### config.mk
export PLATFORM = sky130hd
export DESIGN_NAME = multicast_frame_slot_manager_unit
export DESIGN_NICKNAME = d
export VERILOG_FILES = /design/src/hdl/mfsm_pkg.sv /design/src/hdl/mfsm_front.sv /design/src/hdl/mfsm_back.sv /design/src/hdl/multicast_frame_slot_manager_unit.sv
export SDC_FILE = /design/constraint.sdc
export NUM_CORES = 1
export LEC_CHECK = 0
export BUFFER_PORTS_ARGS = -buffer_cell sky130_fd_sc_hd__buf_2
export CAP_MARGIN = 10
export CELL_PAD_IN_SITES_DETAIL_PLACEMENT = 1
export CELL_PAD_IN_SITES_GLOBAL_PLACEMENT = 2
export CORE_MARGIN = 3
export CORE_UTILIZATION = 30
export DETAILED_ROUTE_END_ITERATION = 6
export PLACE_DENSITY_LB_ADDON = 0.1
export SLEW_MARGIN = 20
export SYNTH_ARGS = -nofsm -noshare
export SYNTH_HDL_FRONTEND = slang
export SYNTH_SLANG_ARGS = --single-unit
### constraint.sdc
create_clock -name clk -period 11.18 [get_ports clk]
set_input_delay 2.236 -clock clk [delete_from_list [all_inputs] [get_ports clk]]
set_output_delay 2.236 -clock clk [all_outputs]
set_load 0.01 [all_outputs]
### src/hdl/mfsm_pkg.sv
// types and constants shared by the multicast frame slot manager
// no dependencies; used by every module of the block
package mfsm_pkg;

	localparam int NUM_SLOTS     = 8;
	localparam int MAX_CONSUMERS = 4;
	localparam int SLOT_W        = 3;
	localparam int CONS_W        = 2;
	localparam int TAG_W         = 32;
	localparam int CNT_W         = 4;
	localparam int NCONS_W       = 3;

	typedef enum logic [1:0] {
		CMD_PUSH    = 2'd0,
		CMD_POP     = 2'd1,
		CMD_RELEASE = 2'd2,
		CMD_NONE    = 2'd3
	} cmd_code_t;

	typedef enum logic [2:0] {
		ST_OK           = 3'd0,
		ST_NO_CONSUMERS = 3'd1,
		ST_NO_FREE      = 3'd2,
		ST_EMPTY        = 3'd3,
		ST_BAD_CONSUMER = 3'd4,
		ST_NOT_IN_USE   = 3'd5
	} status_t;

	typedef struct packed {
		logic [1:0]        cmd;
		logic [CONS_W-1:0] consumer;
		logic [TAG_W-1:0]  frame_tag;
		logic [SLOT_W-1:0] slot;
	} in_item_t;

	typedef struct packed {
		logic [2:0]        status;
		logic [SLOT_W-1:0] slot_out;
		logic [TAG_W-1:0]  tag_out;
		logic              slot_freed;
	} out_item_t;

	// classified command handed from front to back
	typedef struct packed {
		logic              is_push;
		logic              is_pop;
		logic              is_release;
		logic [CONS_W-1:0] consumer;
		logic [TAG_W-1:0]  tag;
		logic [SLOT_W-1:0] slot;
	} op_t;

endpackage

### src/hdl/mfsm_front.sv
// front end: accepts commands, decodes them and holds them in a two entry queue
// depends on mfsm_pkg
module mfsm_front (
	input  logic              clk,
	input  logic              arst_n,
	input  logic              in_valid,
	output logic              in_ready,
	input  mfsm_pkg::in_item_t in_item,
	output logic              op_valid,
	input  logic              op_ready,
	output mfsm_pkg::op_t     op
);

	mfsm_pkg::op_t entry_q [2];
	logic          wr_ptr_q;
	logic          rd_ptr_q;
	logic [1:0]    count_q;
	mfsm_pkg::op_t dec;
	logic          push_en;
	logic          pop_en;

	always_comb begin
		dec            = '0;
		dec.consumer   = in_item.consumer;
		dec.tag        = in_item.frame_tag;
		dec.slot       = in_item.slot;
		case (mfsm_pkg::cmd_code_t'(in_item.cmd))
			mfsm_pkg::CMD_PUSH:    dec.is_push = 1'b1;
			mfsm_pkg::CMD_POP:     dec.is_pop = 1'b1;
			mfsm_pkg::CMD_RELEASE: dec.is_release = 1'b1;
			default:               dec.is_push = 1'b0;
		endcase
	end

	assign in_ready = (count_q != 2'd2);
	assign op_valid = (count_q != 2'd0);
	assign op       = entry_q[rd_ptr_q];
	assign push_en  = in_valid && in_ready;
	assign pop_en   = op_valid && op_ready;

	always_ff @(posedge clk or negedge arst_n) begin
		if (!arst_n) begin
			wr_ptr_q <= 1'b0;
			rd_ptr_q <= 1'b0;
			count_q  <= 2'd0;
		end else begin
			if (push_en) wr_ptr_q <= ~wr_ptr_q;
			if (pop_en) rd_ptr_q <= ~rd_ptr_q;
			if (push_en && !pop_en) count_q <= count_q + 2'd1;
			else if (pop_en && !push_en) count_q <= count_q - 2'd1;
		end
	end

	always_ff @(posedge clk) begin
		if (push_en) entry_q[wr_ptr_q] <= dec;
	end

endmodule

### src/hdl/mfsm_back.sv
// back end: slot pool, reference counts, consumer queues and result register
// depends on mfsm_pkg
module mfsm_back (
	input  logic                          clk,
	input  logic                          arst_n,
	input  logic [mfsm_pkg::NCONS_W-1:0]  active_cons,
	input  logic                          op_valid,
	output logic                          op_ready,
	input  mfsm_pkg::op_t                 op,
	output logic                          res_valid,
	input  logic                          res_ready,
	output mfsm_pkg::out_item_t           res_item
);

	localparam int NS = mfsm_pkg::NUM_SLOTS;
	localparam int NC = mfsm_pkg::MAX_CONSUMERS;
	localparam int SW = mfsm_pkg::SLOT_W;
	localparam int CW = mfsm_pkg::CNT_W;

	logic [mfsm_pkg::TAG_W-1:0] slot_tag_q [NS];
	logic [SW-1:0]              slot_refs_q [NS];
	logic [SW-1:0]              free_fifo_q [NS];
	logic [SW-1:0]              free_head_q;
	logic [CW-1:0]              free_count_q;
	logic [SW-1:0]              q_store_q [NC][NS];
	logic [SW-1:0]              q_head_q [NC];
	logic [CW-1:0]              q_count_q [NC];
	logic                       res_valid_q;
	mfsm_pkg::out_item_t        res_q;

	logic                fire;
	logic                do_push;
	logic                do_pop;
	logic                do_rel;
	logic                rel_free;
	logic [SW-1:0]       push_slot;
	logic [SW-1:0]       pop_slot;
	logic [SW-1:0]       refs_dec;
	logic [NC-1:0]       append;
	mfsm_pkg::out_item_t res_d;

	assign op_ready  = !res_valid_q || res_ready;
	assign fire      = op_valid && op_ready;
	assign res_valid = res_valid_q;
	assign res_item  = res_q;

	assign push_slot = free_fifo_q[free_head_q];
	assign pop_slot  = q_store_q[op.consumer][q_head_q[op.consumer]];
	assign refs_dec  = slot_refs_q[op.slot] - 3'd1;

	always_comb begin
		res_d    = '0;
		do_push  = 1'b0;
		do_pop   = 1'b0;
		do_rel   = 1'b0;
		rel_free = 1'b0;
		if (op.is_push) begin
			if (active_cons == '0) begin
				res_d.status = mfsm_pkg::ST_NO_CONSUMERS;
			end else if (free_count_q == '0) begin
				res_d.status = mfsm_pkg::ST_NO_FREE;
			end else begin
				do_push        = 1'b1;
				res_d.slot_out = push_slot;
				res_d.tag_out  = op.tag;
			end
		end else if (op.is_pop) begin
			if ({1'b0, op.consumer} >= active_cons) begin
				res_d.status = mfsm_pkg::ST_BAD_CONSUMER;
			end else if (q_count_q[op.consumer] == '0) begin
				res_d.status = mfsm_pkg::ST_EMPTY;
			end else begin
				do_pop         = 1'b1;
				res_d.slot_out = pop_slot;
				res_d.tag_out  = slot_tag_q[pop_slot];
			end
		end else if (op.is_release) begin
			if (slot_refs_q[op.slot] == '0) begin
				res_d.status = mfsm_pkg::ST_NOT_IN_USE;
			end else begin
				do_rel   = 1'b1;
				rel_free = (refs_dec == '0) && (free_count_q < CW'(NS));
				res_d.slot_freed = rel_free;
			end
		end
		for (int c = 0; c < NC; c++) begin
			append[c] = do_push && (c < int'(active_cons)) && (q_count_q[c] < CW'(NS));
		end
	end

	always_ff @(posedge clk or negedge arst_n) begin
		if (!arst_n) begin
			res_valid_q  <= 1'b0;
			free_head_q  <= '0;
			free_count_q <= CW'(NS);
			for (int i = 0; i < NS; i++) begin
				slot_refs_q[i] <= '0;
				free_fifo_q[i] <= SW'(i);
			end
			for (int c = 0; c < NC; c++) begin
				q_head_q[c]  <= '0;
				q_count_q[c] <= '0;
			end
		end else begin
			if (fire) res_valid_q <= 1'b1;
			else if (res_ready) res_valid_q <= 1'b0;
			if (fire && do_push) begin
				free_head_q            <= free_head_q + 3'd1;
				free_count_q           <= free_count_q - 4'd1;
				slot_refs_q[push_slot] <= active_cons;
			end
			if (fire && do_rel) begin
				slot_refs_q[op.slot] <= refs_dec;
				if (rel_free) begin
					free_fifo_q[free_head_q + free_count_q[SW-1:0]] <= op.slot;
					free_count_q <= free_count_q + 4'd1;
				end
			end
			if (fire && do_pop) begin
				q_head_q[op.consumer]  <= q_head_q[op.consumer] + 3'd1;
				q_count_q[op.consumer] <= q_count_q[op.consumer] - 4'd1;
			end
			for (int c = 0; c < NC; c++) begin
				if (fire && append[c]) q_count_q[c] <= q_count_q[c] + 4'd1;
			end
		end
	end

	// payload storage, no reset
	always_ff @(posedge clk) begin
		if (fire) res_q <= res_d;
		if (fire && do_push) slot_tag_q[push_slot] <= op.tag;
		for (int c = 0; c < NC; c++) begin
			if (fire && append[c])
				q_store_q[c][q_head_q[c] + q_count_q[c][SW-1:0]] <= push_slot;
		end
	end

endmodule

### src/hdl/multicast_frame_slot_manager_unit.sv
// top level of the multicast frame slot manager: front end, command queue, back end
// depends on mfsm_pkg, mfsm_front, mfsm_back
//
//  channel | signals                     | payload
//  --------+-----------------------------+-------------------------------
//  command | cmd_valid / cmd_ready       | cmd  (cmd, consumer, frame_tag, slot)
//  result  | res_valid / res_ready       | res  (status, slot_out, tag_out, slot_freed)
//  config  | cfg_we                      | cfg_data (num_consumers)
//
// every command yields one result; an accepted command goes into the decode queue
// and then the result register, one command per cycle sustained while res_ready is high
// the back end updates the whole pool state together for each command it takes
// the two entry queue lets commands keep arriving while a result is stalled
// reset restores the free list to slots in order, clears counts and queues at once
module multicast_frame_slot_manager_unit (
	input  logic                         clk,
	input  logic                         arst_n,
	input  logic                         cmd_valid,
	output logic                         cmd_ready,
	input  mfsm_pkg::in_item_t           cmd,
	output logic                         res_valid,
	input  logic                         res_ready,
	output mfsm_pkg::out_item_t          res,
	input  logic                         cfg_we,
	input  logic [mfsm_pkg::NCONS_W-1:0] cfg_data
);

	logic [mfsm_pkg::NCONS_W-1:0] num_consumers_q;
	logic [mfsm_pkg::NCONS_W-1:0] active_cons;
	logic                         op_valid;
	logic                         op_ready;
	mfsm_pkg::op_t                op;

	// consumer count register; the user writes it only while idle, the block does not enforce this
	always_ff @(posedge clk or negedge arst_n) begin
		if (!arst_n) begin
			num_consumers_q <= '0;
		end else if (cfg_we) begin
			num_consumers_q <= cfg_data;
		end
	end

	// counts above the supported number of consumers act as the maximum
	assign active_cons = (num_consumers_q > mfsm_pkg::NCONS_W'(mfsm_pkg::MAX_CONSUMERS))
		? mfsm_pkg::NCONS_W'(mfsm_pkg::MAX_CONSUMERS) : num_consumers_q;

	// decode and queue
	mfsm_front u_front (
		.clk      (clk),
		.arst_n   (arst_n),
		.in_valid (cmd_valid),
		.in_ready (cmd_ready),
		.in_item  (cmd),
		.op_valid (op_valid),
		.op_ready (op_ready),
		.op       (op)
	);

	// pool state and result register
	mfsm_back u_back (
		.clk         (clk),
		.arst_n      (arst_n),
		.active_cons (active_cons),
		.op_valid    (op_valid),
		.op_ready    (op_ready),
		.op          (op),
		.res_valid   (res_valid),
		.res_ready   (res_ready),
		.res_item    (res)
	);

endmodule

==> impl_metrics.ini <==
[clock_tree]
clkTransAtPathRegs_ns = 0.06
ctsHoldBuffers = 0
numCtsBuffers = 67
clock_path_buffers = 3
tritoncts = built
cts-root-buf = clkbuf_16
clock-sinks = 562
cts_max_level = 3
ctsResizeCount = 0
post_cts_buffers = 0
clk_latency_ns = 0.61

[sta]
slew_violations = 0
finalHoldViolCount = 0
rsz0062_at_grt = false
worstMarginPinSlew_ns = 1.05
fin_crit_ns = 5.87
slew_headroom_pct = 29.4
setup_violations = 0
tns_ns = 0
fin_crit_sh_pct = 52.5
max_freq_mhz = 171
finalClockSkew_ns = 0.0223

[global_routing]
grt_pass1_wl_um = 100000
grt_max_degree = 124
overflow = 0
first_global_vias = 15300
grt_usage_pct = 15.7
grt_antenna_before_repair = 1

[synthesis]
ys_seq_area_share_pct = 67.2
synth_cells = 1672
ys_seq_elements = 562
yosysWarnings = 0
syn-num-nets = 1745
ys_types = 63
synth_area_leaders = edfxtp_1, dfrtp_1, mux2i_1
synth_edf_count = 471
synth_top_area_share_pct = 57.8
syn_area_um2 = 24500
syn_area_per_cell_um2 = 14.6
synth_ff_type = edfxtp_1
yosys.area.top_type = edfxtp_1
synthArstFlopShare_pct = 16.2

[place]
gp_congestion = 0.745
portBuffers = 87
dp_hpwl_um = 39600
dpl_cell_area_um2 = 26100

[setup_path]
end_kind = flip-flop
rrSetupSlack_ns = 5.31
crit_required_ns = 11.52
worstSetupPathType = reg -> reg
r2r-end = u_back.res_item[20]
rr_startpoint = u_front.rd_ptr_q
worstPathMaxFanout = 55
arrival_ns = 6.20
rr_worst_depth = 11
cp-start-kind = flip-flop

[floorplanning]
die_area_um2 = 85000
die_w_um = 292
die_h_um = 292
design.portCount = 88
initial_core_util_pct = 30.3
num_rows = 104
placeableCoreArea_um2 = 80700

[power_and_ir_drop]
p_int_w = 0.00498
switching_share_pct = 36.4
power.switching_w = 0.00284
power_leakage_nw = 10.6
combPwrFrac_pct = 35.2
powerDensity_nw_per_um2 = 278
p_seq_share_pct = 37.8
vdd_drop_max_uv = 140
clock_power_share_pct = 27.0
p_total_w = 0.00782

[route]
wire_per_inst_um = 23.2
wl_um = 66500
drt_iter0_markers = 614
via_per_inst = 4.88
ant_nets = 0
vias = 14000
drt_first_pass_iters = 4
drc = 0

[layout]
diodes = 0
final_area_um2 = 28200
drive_gt1_share_pct = 19.9
syn_to_final_growth_pct = 15.2
layout.nets = 1834

[flow_run]
max_cap_violations = 0

[min_path]
holdPathStages = 2
hold_end = u_back.free_fifo_q[5]
hold_path.class = reg -> reg
min_from = u_back.free_fifo_q[5]

[status]
status = finished clean
-- critical path, stage by stage, from the launching register on --
cell,delay (ns)
dfrtp_2,0.39
buf_4,0.63
mux2i_4,0.32
buf_4,0.51
mux2i_4,0.75
mux2i_1,0.19
a22oi_2,0.28
buf_4,0.50
and2_2,0.34
buf_4,0.60
mux4_2,0.59
a2111o_1,0.42
-- how the worst max path moves through the flow --
stage                               endpoint              from
CTS                      u_back.res_item[20]  u_front.rd_ptr_q
finish                   u_back.res_item[20]  u_front.rd_ptr_q
detailed placement    u_back.slot_refs_q[13]         res_ready
global route             u_back.res_item[20]  u_front.rd_ptr_q
global placement    u_back.slot_tag_q[3][22]         res_ready
floorplan             u_back.slot_refs_q[20]         res_ready
-- layout make-up --
class / instances / area [µm²]
fillers: 8366 / 52500
flip-flops and latches: 562 / 16400
multi-input cells: 880 / 7150
clock buffers: 94 / 1860
well taps: 1060 / 1330
repair buffers: 116 / 659
inverters: 134 / 507
clock inverters: 24 / 238
-- sequential cells by signal (all words and copies together), names as in the netlist --
name	cells
num_consumers_q	3
u_back.free_count_q	4
u_back.free_fifo_q	24
u_back.free_head_q	3
u_back.q_count_q	16
u_back.q_head_q	12
u_back.q_store_q	96
u_back.res_item	39
u_back.res_valid	1
u_back.slot_refs_q	24
u_back.slot_tag_q	256
u_front.count_q	2
u_front.entry_q	80
u_front.rd_ptr_q	1
u_front.wr_ptr_q	1
-- power groups by stage --
stage	Combinational (W)	Sequential, W	Clock [W]
final	0.00275	0.00295	0.00211
after floorplan	0.00193	0.00293	0
after global placement	0.00279	0.00300	0
after global routing	0.00306	0.00299	0.00227
after detailed placement	0.00283	0.00300	0
after CTS	0.00284	0.00296	0.00219
-- metrics by stage --
stage / cells / hold slack, ns / utilization, % / setup WS (ns)
final: 2870 / 0.481 / 34.9 / 5.31
after global placement: 2752 / 0.460 / 32.3 / 5.23
after floorplan: 1672 / 0.445 / - / 4.32
after detailed placement: 2752 / 0.476 / 32.3 / 5.12
after CTS: 2870 / 0.485 / 34.9 / 5.17
after global routing: 2870 / 0.503 / 34.9 / 4.90
-- cells by family after synthesis --
logic type / count (synthesis) / share of synthesized area, %
flip-flops: 562 / 67.2
AND/OR/NAND/NOR: 329 / 6.42
AO/OA/AOI/OAI: 256 / 7.53
multiplexers: 240 / 12.4
buffers and inverters: 230 / 3.89
XOR/XNOR: 29 / 1.04
adder cells (fa/ha/maj): 26 / 1.48
-- cells in the mapped netlist (6+ instances only) --
cell type / count
nand2_1: 118
mux4_2: 40
a21boi_0: 58
o211ai_1: 59
nor3_1: 26
nor2_1: 60
o2111ai_1: 29
a21bo_2: 6
ha_1: 21
mux2_2: 65
and3_1: 62
nand3_1: 22
dfstp_2: 13
edfxtp_1: 471
mux2i_1: 128
o21ai_1: 12
buf_6: 6
buf_2: 8
nor2b_1: 7
clkbuf_1: 68
o21ai_0: 27
inv_1: 134
buf_4: 9
a21oi_1: 25
nor4_1: 9
a211oi_1: 6
a31oi_1: 6
xor2_1: 9
or3_1: 8
xnor2_1: 20
dfrtp_1: 78
-- cells in the final DEF, fill, tap and decap left out, types with 11 or more instances in the layout --
cell,n
inv_1,129
nor2_1,56
mux2i_1,127
clkbuf_16,68
clkbuf_1,20
o211ai_1,59
o2111ai_1,29
nor3_1,25
and3_1,61
dfstp_2,13
nand3_1,22
mux4_2,40
nand2_1,118
ha_1,21
edfxtp_1,471
buf_4,29
buf_2,86
dfrtp_1,77
a21boi_0,58
mux2_2,65
o21ai_1,12
a21oi_1,25
o21ai_0,27
clkinv_2,11
xnor2_1,20
-- routing by layer --
metal / GRT usage [%] / up-vias / part of all wire [%] / wire length (µm)
li1: - / 6452 / - / -
met1: 22.0 / 7224 / 48 / 31900
met2: 25.2 / 222 / 46 / 30900
met3: 2.52 / 103 / 2.9 / 1950
met4: 4.52 / 0 / 2.5 / 1690
met5: 0 / - / 0 / 0
Power figures use the tool's default switching activity.
